`src/tdfe_pkg.sv`:
```
// Package for the table-driven multi-diagram state machine engine.
// Holds sizing constants, command codes, the line and setup record types
// and the sequencer state type. No dependencies.
package tdfe_pkg;

  localparam int DIAGRAM_COUNT = 4;
  localparam int MAX_LINES     = 16;
  localparam int STATE_WIDTH   = 8;
  localparam int EVENT_WIDTH   = 8;

  localparam int DG_W   = (DIAGRAM_COUNT > 1) ? $clog2(DIAGRAM_COUNT) : 1;
  localparam int LINE_W = (MAX_LINES > 1) ? $clog2(MAX_LINES) : 1;
  localparam int CNT_W  = $clog2(MAX_LINES + 1);
  localparam int ADDR_W = DG_W + LINE_W;
  localparam int DEPTH  = DIAGRAM_COUNT * (1 << LINE_W);

  localparam logic [1:0] CMD_WRITE_LINE  = 2'd0;
  localparam logic [1:0] CMD_WRITE_SETUP = 2'd1;
  localparam logic [1:0] CMD_EVENT       = 2'd2;

  // One transition line as held in the line memory.
  typedef struct packed {
    logic [STATE_WIDTH-1:0] src;
    logic [EVENT_WIDTH-1:0] ev;
    logic [3:0]             cond;
    logic [STATE_WIDTH-1:0] dst;
    logic [7:0]             act;
    logic [15:0]            time_val;
  } line_t;

  typedef struct packed {
    logic [CNT_W-1:0]       count;
    logic [EVENT_WIDTH-1:0] timer_ev;
  } setup_t;

  typedef enum logic [1:0] {
    S_IDLE,
    S_FIRE,
    S_TIMER,
    S_OUT
  } seq_state_t;

endpackage

```
`src/tdfe_req_if.sv`:
```
// Request channel of the engine: valid/ready handshake plus command fields.
// No dependencies.
interface tdfe_req_if;
  logic        valid;
  logic        ready;
  logic [1:0]  cmd;
  logic [1:0]  diagram;
  logic [3:0]  line;
  logic [7:0]  from_state;
  logic [7:0]  event_id;
  logic [3:0]  cond_index;
  logic [7:0]  to_state;
  logic [7:0]  action_id;
  logic [15:0] timer_time;
  logic [4:0]  line_count;
  logic [15:0] cond_flags;

  modport source (
    output valid, cmd, diagram, line, from_state, event_id, cond_index,
           to_state, action_id, timer_time, line_count, cond_flags,
    input  ready
  );
  modport sink (
    input  valid, cmd, diagram, line, from_state, event_id, cond_index,
           to_state, action_id, timer_time, line_count, cond_flags,
    output ready
  );
endinterface

```
`src/tdfe_rsp_if.sv`:
```
// Result channel of the engine: valid/ready handshake plus per-diagram report.
// No dependencies.
interface tdfe_rsp_if;
  logic        valid;
  logic        ready;
  logic [1:0]  diagram_out;
  logic        fired;
  logic [7:0]  new_state;
  logic [7:0]  action_out;
  logic        timer_start;
  logic [15:0] timer_start_time;
  logic        last;

  modport source (
    output valid, diagram_out, fired, new_state, action_out, timer_start,
           timer_start_time, last,
    input  ready
  );
  modport sink (
    input  valid, diagram_out, fired, new_state, action_out, timer_start,
           timer_start_time, last,
    output ready
  );
endinterface

```
`src/tdfe_line_mem.sv`:
```
// Transition line memory: one write port, one read port, registered read data.
// Depends on tdfe_pkg for the line record and address width.
module tdfe_line_mem
  import tdfe_pkg::*;
(
  input  logic              clk,
  input  logic              wr_en,
  input  logic [ADDR_W-1:0] wr_addr,
  input  line_t             wr_data,
  input  logic [ADDR_W-1:0] rd_addr,
  output line_t             rd_data
);

  line_t mem [DEPTH];

  always_ff @(posedge clk) begin
    if (wr_en) begin
      mem[wr_addr] <= wr_data;
    end
  end

  always_ff @(posedge clk) begin
    rd_data <= mem[rd_addr];
  end

endmodule

```
`src/table_driven_multi_fsm_engine_unit.sv`:
```
// Table-driven multi-diagram state machine engine, top level.
// Line and setup writes are accepted while the sequencer is idle, give no result and may follow back to back.
// An event item is worked one diagram at a time; for each diagram a fire scan reads one line
// per cycle, a timer scan follows only when a line fired, and the result is then offered on
// the result channel, which can stall; no new request is taken until the last result is taken.
// Synchronous active-high reset clears setups, current states and the sequencer.
module table_driven_multi_fsm_engine_unit
  import tdfe_pkg::*;
(
  input  logic clk,
  input  logic rst,
  tdfe_req_if.sink   req,
  tdfe_rsp_if.source rsp
);

  // Sequencer state and per-event working registers.
  seq_state_t             state, state_next;
  logic [DG_W-1:0]        d;
  logic [CNT_W-1:0]       idx;
  logic                   pend;
  logic [EVENT_WIDTH-1:0] ev;
  logic [15:0]            flags;
  logic                   fired;
  logic [7:0]             action;
  logic                   tstart;
  logic [15:0]            ttime;
  logic [STATE_WIDTH-1:0] cur;

  // Small per-diagram stores kept in flip-flops so reset clears them at once.
  setup_t                 setup     [DIAGRAM_COUNT];
  logic [STATE_WIDTH-1:0] cur_state [DIAGRAM_COUNT];

  // Line memory ports.
  logic              mem_wr_en;
  logic [ADDR_W-1:0] mem_wr_addr;
  line_t             mem_wr_data;
  logic [ADDR_W-1:0] mem_rd_addr;
  line_t             mem_rd_data;

  logic accept;
  logic dg_ok;
  logic ln_ok;
  logic fire_hit;
  logic timer_hit;
  logic issue;
  logic start_diag;
  logic last_diag;
  setup_t cur_setup;

  assign accept    = req.valid && req.ready;
  assign dg_ok     = int'(req.diagram) < DIAGRAM_COUNT;
  assign ln_ok     = int'(req.line) < MAX_LINES;
  assign cur_setup = setup[d];
  assign last_diag = int'(d) == DIAGRAM_COUNT - 1;

  // A line fires when it leaves the current state on the delivered event and
  // its guarding condition flag is set. The timer search looks for the first
  // line out of the new state on the diagram's timer event.
  assign fire_hit  = pend && (mem_rd_data.src == cur_state[d]) &&
                     (mem_rd_data.ev == ev) && flags[mem_rd_data.cond];
  assign timer_hit = pend && (mem_rd_data.src == cur) &&
                     (mem_rd_data.ev == cur_setup.timer_ev);

  assign mem_wr_en   = accept && (req.cmd == CMD_WRITE_LINE) && dg_ok && ln_ok;
  assign mem_wr_addr = {DG_W'(req.diagram), LINE_W'(req.line)};
  assign mem_wr_data = '{
    src:      STATE_WIDTH'(req.from_state),
    ev:       EVENT_WIDTH'(req.event_id),
    cond:     req.cond_index,
    dst:      STATE_WIDTH'(req.to_state),
    act:      req.action_id,
    time_val: req.timer_time
  };
  assign mem_rd_addr = {d, idx[LINE_W-1:0]};

  tdfe_line_mem u_line_mem (
    .clk     (clk),
    .wr_en   (mem_wr_en),
    .wr_addr (mem_wr_addr),
    .wr_data (mem_wr_data),
    .rd_addr (mem_rd_addr),
    .rd_data (mem_rd_data)
  );

  always_ff @(posedge clk) begin
    if (rst) begin
      state <= S_IDLE;
    end else begin
      state <= state_next;
    end
  end

  // Next state and strobes. Both scans issue one memory read per cycle and
  // check the line read in the previous cycle; a hit ends the scan and no
  // further read is issued.
  always_comb begin
    state_next = state;
    issue      = 1'b0;
    start_diag = 1'b0;
    req.ready  = 1'b0;
    rsp.valid  = 1'b0;
    unique case (state)
      S_IDLE: begin
        // Ready is always high here, so a valid event item is accepted.
        req.ready = 1'b1;
        if (req.valid && (req.cmd == CMD_EVENT)) begin
          start_diag = 1'b1;
          state_next = S_FIRE;
        end
      end
      S_FIRE: begin
        if (fire_hit) begin
          state_next = S_TIMER;
        end else if (idx < cur_setup.count) begin
          issue = 1'b1;
        end else begin
          state_next = S_OUT;
        end
      end
      S_TIMER: begin
        if (timer_hit) begin
          state_next = S_OUT;
        end else if (idx < cur_setup.count) begin
          issue = 1'b1;
        end else begin
          state_next = S_OUT;
        end
      end
      S_OUT: begin
        rsp.valid = 1'b1;
        if (rsp.ready) begin
          if (last_diag) begin
            state_next = S_IDLE;
          end else begin
            start_diag = 1'b1;
            state_next = S_FIRE;
          end
        end
      end
      default: begin
        state_next = S_IDLE;
      end
    endcase
  end

  // Scan pointer, diagram counter and pending-read flag.
  always_ff @(posedge clk) begin
    if (rst) begin
      d    <= '0;
      idx  <= '0;
      pend <= 1'b0;
    end else begin
      if (state == S_IDLE && start_diag) begin
        d <= '0;
      end else if (state == S_OUT && start_diag) begin
        d <= d + 1'b1;
      end
      if (start_diag || (state == S_FIRE && fire_hit)) begin
        idx  <= '0;
        pend <= 1'b0;
      end else begin
        if (issue) begin
          idx <= idx + 1'b1;
        end
        pend <= issue;
      end
    end
  end

  // Per-event payload and per-diagram outcome.
  always_ff @(posedge clk) begin
    if (state == S_IDLE && accept) begin
      ev    <= EVENT_WIDTH'(req.event_id);
      flags <= req.cond_flags;
    end
    if (start_diag) begin
      fired  <= 1'b0;
      action <= '0;
      tstart <= 1'b0;
      ttime  <= '0;
    end else if (state == S_FIRE && fire_hit) begin
      fired  <= 1'b1;
      action <= mem_rd_data.act;
      cur    <= mem_rd_data.dst;
    end else if (state == S_TIMER && timer_hit) begin
      tstart <= 1'b1;
      ttime  <= mem_rd_data.time_val;
    end
  end

  // Setup writes and the state update of a fired diagram.
  always_ff @(posedge clk) begin
    if (rst) begin
      for (int k = 0; k < DIAGRAM_COUNT; k++) begin
        setup[k]     <= '0;
        cur_state[k] <= '0;
      end
    end else begin
      if (accept && (req.cmd == CMD_WRITE_SETUP) && dg_ok) begin
        setup[DG_W'(req.diagram)].count    <= (int'(req.line_count) > MAX_LINES) ?
                                              CNT_W'(MAX_LINES) : CNT_W'(req.line_count);
        setup[DG_W'(req.diagram)].timer_ev <= EVENT_WIDTH'(req.event_id);
        cur_state[DG_W'(req.diagram)]      <= STATE_WIDTH'(req.from_state);
      end else if (state == S_FIRE && fire_hit) begin
        cur_state[d] <= mem_rd_data.dst;
      end
    end
  end

  assign rsp.diagram_out      = 2'(d);
  assign rsp.fired            = fired;
  assign rsp.new_state        = 8'(cur_state[d]);
  assign rsp.action_out       = action;
  assign rsp.timer_start      = tstart;
  assign rsp.timer_start_time = ttime;
  assign rsp.last             = last_diag;

endmodule

```
`src/flat_wrapper.sv`:
```
// flat-port wrapper written by rule: the top's interface ports become plain ports
module table_driven_multi_fsm_engine_unit_flat import tdfe_pkg::*;
  (clk, rst, req_valid, req_cmd, req_diagram, req_line, req_from_state, req_event_id, req_cond_index, req_to_state, req_action_id, req_timer_time, req_line_count, req_cond_flags, req_ready, rsp_valid, rsp_diagram_out, rsp_fired, rsp_new_state, rsp_action_out, rsp_timer_start, rsp_timer_start_time, rsp_last, rsp_ready);
  tdfe_req_if req_i ();
  tdfe_rsp_if rsp_i ();
  input  logic clk;
  input  logic rst;
  input wire logic [$bits(req_i.valid)-1:0] req_valid;
  input wire logic [$bits(req_i.cmd)-1:0] req_cmd;
  input wire logic [$bits(req_i.diagram)-1:0] req_diagram;
  input wire logic [$bits(req_i.line)-1:0] req_line;
  input wire logic [$bits(req_i.from_state)-1:0] req_from_state;
  input wire logic [$bits(req_i.event_id)-1:0] req_event_id;
  input wire logic [$bits(req_i.cond_index)-1:0] req_cond_index;
  input wire logic [$bits(req_i.to_state)-1:0] req_to_state;
  input wire logic [$bits(req_i.action_id)-1:0] req_action_id;
  input wire logic [$bits(req_i.timer_time)-1:0] req_timer_time;
  input wire logic [$bits(req_i.line_count)-1:0] req_line_count;
  input wire logic [$bits(req_i.cond_flags)-1:0] req_cond_flags;
  output wire logic [$bits(req_i.ready)-1:0] req_ready;
  output wire logic [$bits(rsp_i.valid)-1:0] rsp_valid;
  output wire logic [$bits(rsp_i.diagram_out)-1:0] rsp_diagram_out;
  output wire logic [$bits(rsp_i.fired)-1:0] rsp_fired;
  output wire logic [$bits(rsp_i.new_state)-1:0] rsp_new_state;
  output wire logic [$bits(rsp_i.action_out)-1:0] rsp_action_out;
  output wire logic [$bits(rsp_i.timer_start)-1:0] rsp_timer_start;
  output wire logic [$bits(rsp_i.timer_start_time)-1:0] rsp_timer_start_time;
  output wire logic [$bits(rsp_i.last)-1:0] rsp_last;
  input wire logic [$bits(rsp_i.ready)-1:0] rsp_ready;
  assign req_i.valid = req_valid;
  assign req_i.cmd = req_cmd;
  assign req_i.diagram = req_diagram;
  assign req_i.line = req_line;
  assign req_i.from_state = req_from_state;
  assign req_i.event_id = req_event_id;
  assign req_i.cond_index = req_cond_index;
  assign req_i.to_state = req_to_state;
  assign req_i.action_id = req_action_id;
  assign req_i.timer_time = req_timer_time;
  assign req_i.line_count = req_line_count;
  assign req_i.cond_flags = req_cond_flags;
  assign req_ready = req_i.ready;
  assign rsp_valid = rsp_i.valid;
  assign rsp_diagram_out = rsp_i.diagram_out;
  assign rsp_fired = rsp_i.fired;
  assign rsp_new_state = rsp_i.new_state;
  assign rsp_action_out = rsp_i.action_out;
  assign rsp_timer_start = rsp_i.timer_start;
  assign rsp_timer_start_time = rsp_i.timer_start_time;
  assign rsp_last = rsp_i.last;
  assign rsp_i.ready = rsp_ready;
  table_driven_multi_fsm_engine_unit u_core (.clk(clk), .rst(rst), .req(req_i), .rsp(rsp_i));
endmodule
```
`config.mk`:
```
export PLATFORM = sky130hd
export DESIGN_NAME = table_driven_multi_fsm_engine_unit_flat
export DESIGN_NICKNAME = d
export VERILOG_FILES = /design/src/tdfe_pkg.sv /design/src/tdfe_req_if.sv /design/src/tdfe_rsp_if.sv /design/src/tdfe_line_mem.sv /design/src/table_driven_multi_fsm_engine_unit.sv /design/src/flat_wrapper.sv
export SDC_FILE = /design/constraint.sdc
export NUM_CORES = 2
export LEC_CHECK = 0
export ABC_CLOCK_PERIOD_IN_PS = 6400
export BUFFER_PORTS_ARGS = -buffer_cell sky130_fd_sc_hd__buf_2
export CORE_UTILIZATION = 50
export CTS_BUF_LIST = sky130_fd_sc_hd__clkbuf_16
export CTS_CLUSTER_SIZE = 25
export DETAILED_ROUTE_END_ITERATION = 8
export HOLD_SLACK_MARGIN = 0.05
export PLACE_DENSITY = 0.66
export SETUP_SLACK_MARGIN = 0.02
export SLEW_MARGIN = 20
export SYNTH_ARGS = -nofsm -noshare
export SYNTH_HDL_FRONTEND = slang
export SYNTH_SLANG_ARGS = --single-unit
```
`constraint.sdc`:
```
create_clock -name clk -period 6.4 [get_ports clk]
set_input_delay 0.96 -clock clk [delete_from_list [all_inputs] [get_ports clk]]
set_output_delay 0.96 -clock clk [all_outputs]
set_load 0.05 [all_outputs]
```
### Word-level counts from Yosys, hierarchy flattened

Memory sizes are Yosys's and may differ from the RTL's. A register that Yosys moved wholly into a read port is not among the register bits.
Cells that the tools add are included.

| storage, ports and cells | value |
|---|---|
| bits in registers | 68 |
| bits in latches | 0 |
| RAM bits | 3,412 |
| bits in read-only memories | 0 |
| bits of input ports | 85 |
| output and inout port bits | 39 |
| logic and storage cells | 102 |
| memories kept | 3 |

| cells by class | value |
|---|---|
| add/sub/neg operators | 2 |
| multipliers | 0 |
| div/mod/pow operators | 0 |
| magnitude comparators | 3 |
| equality and inequality tests | 12 |
| shift-type cells | 0 |
| mux-type cells | 44 |
| bitwise logic cells | 2 |
| reductions and logical operators | 25 |

Memory list:

| name | words | width | rd ports | clocked after memory_dff | write ports | RTL line | source |
|---|---|---|---|---|---|---|---|
| u_core.u_line_mem.mem | 64 | 52 | 1 | 1 | 1 | tdfe_line_mem.sv:14 | `line_t mem [DEPTH];` |
| u_core.setup | 4 | 13 | 1 | 1 | 4 | table_driven_multi_fsm_engine_unit.sv:30 | `setup_t setup [DIAGRAM_COUNT];` |
| u_core.cur_state | 4 | 8 | 1 | 1 | 4 | table_driven_multi_fsm_engine_unit.sv:31 | `logic [STATE_WIDTH-1:0] cur_state [DIAGRAM_COUNT];` |

Operators with widths:

| kind | count |
|---|---|
| $eq A8 B8 Y1 | 4 |
| $mux W1 | 24 |
| $mux W2 | 12 |
| $mux W8 | 2 |
| $reduce_or A8 Y1 | 2 |
| $logic_and A1 B1 Y1 | 14 |
| $mux W13 | 1 |
| $reduce_or A13 Y1 | 1 |
| $pmux W2 S4 | 1 |
| $eq A2 B1 Y1 const B | 3 |
| $eq A2 B2 Y1 const B | 3 |
| $reduce_and A2 Y1 | 3 |
| $add A5 B1 Y5 const B | 1 |
| $gt A5 B5 Y1 const B | 1 |
| $lt A4 B5 Y1 const B | 1 |
| $lt A5 B5 Y1 | 1 |
| $mux W5 | 1 |
| $bmux W1 S4 | 1 |
| $logic_not A2 Y1 | 2 |
| $pmux W1 S2 | 2 |
| $reduce_or A2 Y1 | 2 |
| $add A2 B1 Y2 const B | 1 |
| $ne A2 B1 Y1 const B | 1 |
| $ne A2 B2 Y1 const B | 1 |
| other kinds (2) | 3 |

### Logic depth before layout (Yosys ltp)

| depth | value |
|---|---|
| depth in word-level cells | 11 |
| mapped depth | 11 |

### Hierarchy

Synthesis repeated with hierarchy kept, for this count alone.

| second synthesis, totals | value |
|---|---|
| cell total of the unflattened synthesis | 5,937 |
| area total of the unflattened synthesis | 134,078.6 um^2 |

By module, submodules not included:

| module | times used | cells an instance | area an instance (um^2) | seq. area each (um^2) |
|---|---|---|---|---|
| tdfe_line_mem | 1 | 5,410 | 126,924.2 | 100,976.8 |
| table_driven_multi_fsm_engine_unit | 1 | 527 | 7,154.4 | 4,244.1 |

### Worst setup path before layout

Ideal clock, no wire load.

| timing | value |
|---|---|
| kind | reg-to-reg |
| from | reg u_core.state[0] |
| to | mem u_core.u_line_mem.mem[47][0] in the netlist's numbering (enable) |
| setup time | 0.462 ns |
| data arrival time | 4.233 ns |
| required time | 5.938 ns |
| setup slack | 1.705 ns |
| stages on the path, launching flop included | 7 |
| period minus slack after synthesis | 4.695 ns |
| cells stage by stage | dfxtp_1 -> inv_1 -> ha_1 -> nand2_1 -> nor4b_1 -> nand3_1 -> nor2_1 |

| on the way | value |
|---|---|
| longest elaborated chain between the ends | 6 |

Ends and longest elaborated chain:

| item | RTL line | source |
|---|---|---|
| from (decl) | table_driven_multi_fsm_engine_unit.sv:17 | `seq_state_t state, state_next;` |
| from (signal assigned) | table_driven_multi_fsm_engine_unit.sv:89 | `state <= state_next;` |
| $logic_not A2 Y1 | table_driven_multi_fsm_engine_unit.sv:102 | `unique case (state)` |
| $mux W1 | table_driven_multi_fsm_engine_unit.sv:102 |  |
| named net req_ready | flat_wrapper.sv:20 | `output wire logic [$bits(req_i.ready)-1:0] req_ready;` |
| $logic_and A1 B1 Y1 | table_driven_multi_fsm_engine_unit.sv:50 | `assign accept = req.valid && req.ready;` |
| $logic_and A1 B1 Y1 | table_driven_multi_fsm_engine_unit.sv:64 | `assign mem_wr_en = accept && (req.cmd == CMD_WRITE_LINE) && dg_ok && ln_ok;` |
| $mux W1 | tdfe_line_mem.sv:17 | `if (wr_en) begin` |
| $mux W1 (not written as such) | tdfe_line_mem.sv:18 | `mem[wr_addr] <= wr_data;` |
| to (decl) | tdfe_line_mem.sv:14 |  |

The timed path passes the listed nets, and every way through them passes these cells.

### Worst setup path after layout

| timing | value |
|---|---|
| from | reg u_core.state[0] |
| to | mem u_core.u_line_mem.mem[1][39] in the netlist's numbering (enable) |

| on the way | value |
|---|---|
| longest elaborated chain between the ends | 6 |

Ends and longest elaborated chain:

| item | RTL line |
|---|---|
| $logic_not A2 Y1 | table_driven_multi_fsm_engine_unit.sv:102 |
| $mux W1 | table_driven_multi_fsm_engine_unit.sv:102 |
| $logic_and A1 B1 Y1 | table_driven_multi_fsm_engine_unit.sv:50 |
| $logic_and A1 B1 Y1 | table_driven_multi_fsm_engine_unit.sv:64 |
| $mux W1 | tdfe_line_mem.sv:17 |
| $mux W1 (not written as such) | tdfe_line_mem.sv:18 |

No other way between the ends.

==> summary by stage <==
Detailed routing
The DRC violation count after routing is 0. The number of vias after detailed routing is 61533. After detailed routing, the average wire length per cell comes to 35.0 µm. The count of nets left with antenna violations once routing finished came out at 0.

After detailed routing, the total wire length is 335 mm. After the first detailed-routing iteration, the DRC count stood at 8911. After detailed routing, the number of vias per cell comes to 6.42. The first detailed-routing pass ran for 6 iterations.

Clocking
The library cell used as clock root buffer is clkbuf_16. After clock tree synthesis, the setup repair step added 0 buffers. The TritonCTS clock tree is built. The number of clock buffers inserted by TritonCTS is 354. The source-to-sink clock delay at the later pin of the worst-skew pair is 930 ps.

The post-cts sizing count is 0. The total number of clock tree sinks is 3534. The maximum clock path buffer count is 4.

The number of hold-repair buffers added at the cts stage is 0. The total number of H-tree levels is 5. Clock-pin slew was measured on the worst setup and hold paths at 70 ps.

Synthesis
The most used flip-flop cell after synthesis is edfxtp_1. In the synthesized netlist, the number of instances is 5340. The number of different library cells used by synthesis comes to 52. Counting flops with an async set or reset pin after synthesis yields a share of 0. The netlist area before placement is 134000 µm². After synthesis, the mean cell area works out to 25.1 µm². The share of the Yosys chip area taken by registers is 0.786.

Counting every net in the synthesized netlist gives 5436. The post-synthesis register bit count is 3534. Yosys mapped a number of flops with a built-in enable equal to 3444. The Yosys step of the flow raised 0 warnings.

Timing
Setup repair after global routing left no endpoint under its margin. Across the routed clock network, the largest skew measured is 96.8 ps. The clock period minus worst slack is 4450 ps. The total count of hold-check failures in the final report came to 0. Based on the critical path, the design can be clocked at up to 225 MHz. Hold timing on the final database bottoms out at a slack of 260 ps. In this run the tightest slew margin relative to its limit is 0.190. At the pin with the least slew margin, the transition time is 1200 ps. Setup violations remaining at the end of the flow were counted as 0. The final clock period utilization by the worst path is 0.696. The final count of pins violating max slew is 0. The post-route setup TNS is 0 ps.

Setup path
Data on the critical path arrives at its endpoint at 4960 ps. The slowest stage of the critical path belongs to the cell nor2_4. Together, buffers and inverters on the worst path number 2. The type of origin of the critical path is a register. At the worst endpoint, the required time is 6900 ps. The start-to-end type of the worst setup path is register to register. The biggest cell delay along the critical path is 890 ps.

The critical path goes through inv_1, ha_1, nand2_1, nor4b_2, nand2_1, nor2_4, buf_4. Counting stages on the worst path, the most repeated cell is nand2_1. The largest fanout on the critical path is 21. On the critical path the largest part of the delay comes from simple AND/OR/NAND/NOR gates. The endpoint type of the worst setup path is a register.

Global routing
The number of global-route vias before repair is 61402. The pin count of the biggest net entering global routing is 123. The residual overflow from global routing is 0.

The first-pass GRT wire length is 471 mm. The number of antenna violations at the first check in global routing came to 39. The overall global routing resource usage is 0.249.

Final layout
The core occupancy in the finished layout is 0.570. The area of the multi-input gates is 27900 µm². Fill cells in the final layout number 18704. The signed area change from the synthesized netlist to the final layout is 13.2%. After the last flow step, the layout net total stands at 5848. In the final layout, the share of cells above drive strength 1 is 0.334. The sequential cells in the finished layout cover a total of 105000 µm².

Min path
In this run the worst hold path is classified as input port to register.

Power
Cell internal power was estimated by the tool at 37200 µW. The switching power is 9520 µW. Power spread over the standard cell area amounts to 308 nW/µm². The total leakage power is 0.0463 µW. VDD sags by at most 0.268 mV. The share of total power dissipated in the clock network is 0.425. The switching share of total power is 0.204. Of the total power, registers draw 0.546. The total power after layout is 46700 µW.

The relative contribution of combinational cells to total power is 0.029.

Status
The run finished with clean final reports.

Die
The die outline area is 270000 µm². The number of primary I/O pins is 124. The initial utilization of the core area, before any placement, comes to 0.504.

The floorplan has 189 rows. The height of the die is 519 µm. The floorplan step defined a core boundary enclosing 266000 µm². The width of the chip is 519 µm.

Place
The detailed placement HPWL is 184 mm. The final weighted congestion of routability-driven global placement is 0.792. The count of port buffers added during placement is 123.

Run
The total of max-cap violations is 0.
==> cells by family after synthesis <==
| family | count (synthesis) | share of synthesized area |
|---|---|---|
| compound gates | 36 | 0.00196 |
| xor+xnor | 34 | 0.00234 |
| fa+ha+maj | 11 | 0.00103 |
| buf+inv | 307 | 0.00894 |
| flops | 3534 | 0.786 |
| mux | 1145 | 0.190 |
| simple gates | 273 | 0.00926 |
==> power by group through the flow <==
| stage | clock [µW] | combinational (µW) | sequential [µW] |
|---|---|---|---|
| 4_1_cts | 20200 | 1350 | 25500 |
| 3_5_place_dp | 0 | 1350 | 26000 |
| 3_3_place_gp | 0 | 1320 | 26000 |
| 5_1_grt | 21000 | 1420 | 25500 |
| 2_1_floorplan | 0 | 653 | 26000 |
| 6_report | 19900 | 1340 | 25500 |
==> sequential cells by signal, summed over array words and instances, names as in the netlist, named ones only <==
register,cells
u_core.ev,8
u_core.cur,8
u_core.idx,5
u_core.rsp.fired,1
u_core.cur_state,32
u_core.u_line_mem.rd_data,52
u_core.rsp.timer_start_time,16
u_core.rsp.timer_start,1
u_core.rsp.diagram_out,2
u_core.setup,52
u_core.u_line_mem.mem,3328
u_core.pend,1
u_core.state,2
u_core.rsp.action_out,8
u_core.flags,16
==> synth_stat cells (5+ instances only) <==
cell type / count / area [µm²]
a21o_1: 11 / 82.6
a21oi_1: 7 / 35.0
buf_1: 80 / 300
buf_2: 7 / 35.0
clkbuf_1: 180 / 676
dfxtp_1: 90 / 1800
edfxtp_1: 3444 / 103000
ha_1: 11 / 138
inv_1: 33 / 124
mux2i_1: 28 / 280
mux4_2: 1117 / 25200
nand2_1: 36 / 135
nand2b_1: 8 / 50.1
nand3_1: 17 / 85.1
nand3b_1: 8 / 60.1
nor2_1: 162 / 608
nor2b_1: 6 / 37.5
nor3_1: 5 / 25.0
nor3b_1: 5 / 37.5
xnor2_1: 30 / 263
==> cells in the final DEF, fill, tap and decap left out, types with 6 or more instances in the layout <==
cell type   Yosys  final
inv_1          33    125
buf_4           4    178
nand2b_1        8      8
diode_2         0     10
nand3_1        17     17
buf_12          0     38
clkinv_2        0     71
clkinv_1        0     65
buf_2           7    113
nand2_1        36     36
a21oi_1         7      6
nor2_4          0     64
bufinv_16       0     26
clkbuf_16       0    360
edfxtp_1     3444   3444
mux2i_1        28     28
ha_1           11     11
inv_6           0      6
clkinvlp_4      0     11
a21o_1         11     11
nor2b_1         6      6
mux4_2       1117   1117
xnor2_1        30     30
nor2_1        162     98
dfxtp_1        90     85
nand3b_1        8      8
==> path summary, 6_finish.rpt <==
kind	start	to	slack [ps]	cells after the start
worst min-delay path	req_cond_flags[9]	u_core.flags[9]	260	1
worst max register to register	u_core.state[0]	u_core.u_line_mem.mem[1][39]	1950	7
worst min register to register	u_core.rsp.timer_start	u_core.rsp.timer_start	460	2
worst max-delay path	u_core.state[0]	u_core.u_line_mem.mem[1][39]	1950	7
==> area by class of cell <==
cell class,count,share of cell area
Antenna cell,10,0.000165
Clock inverter,281,0.0135
Sequential cell,3534,0.695
Clock buffer,360,0.0595
Tap cell,3533,0.0292
Inverter,33,0.000867
Timing Repair Buffer,330,0.0178
Multi-Input combinational cell,1499,0.184
==> per-layer routing <==
metal,GRT usage,share of wire,up-vias
li1,-,-,23976
met1,0.368,0.40,33804
met5,0,0.00020,-
met2,0.383,0.47,3302
met4,0.0563,0.021,10
met3,0.0568,0.11,441
==> per-stage QoR <==
| step | instance area, µm² | std cells | setup slack (ps) |
|---|---|---|---|
| 3_3_place_gp | 140000 | 8927 | 1940 |
| 6_report | 151000 | 9580 | 1950 |
| 2_1_floorplan | 134000 | 5340 | 1700 |
| 4_1_cts | 151000 | 9569 | 2030 |
| 3_5_place_dp | 140000 | 8928 | 1950 |
| 5_1_grt | 151000 | 9571 | 1740 |
Power figures use the tool's default switching activity.
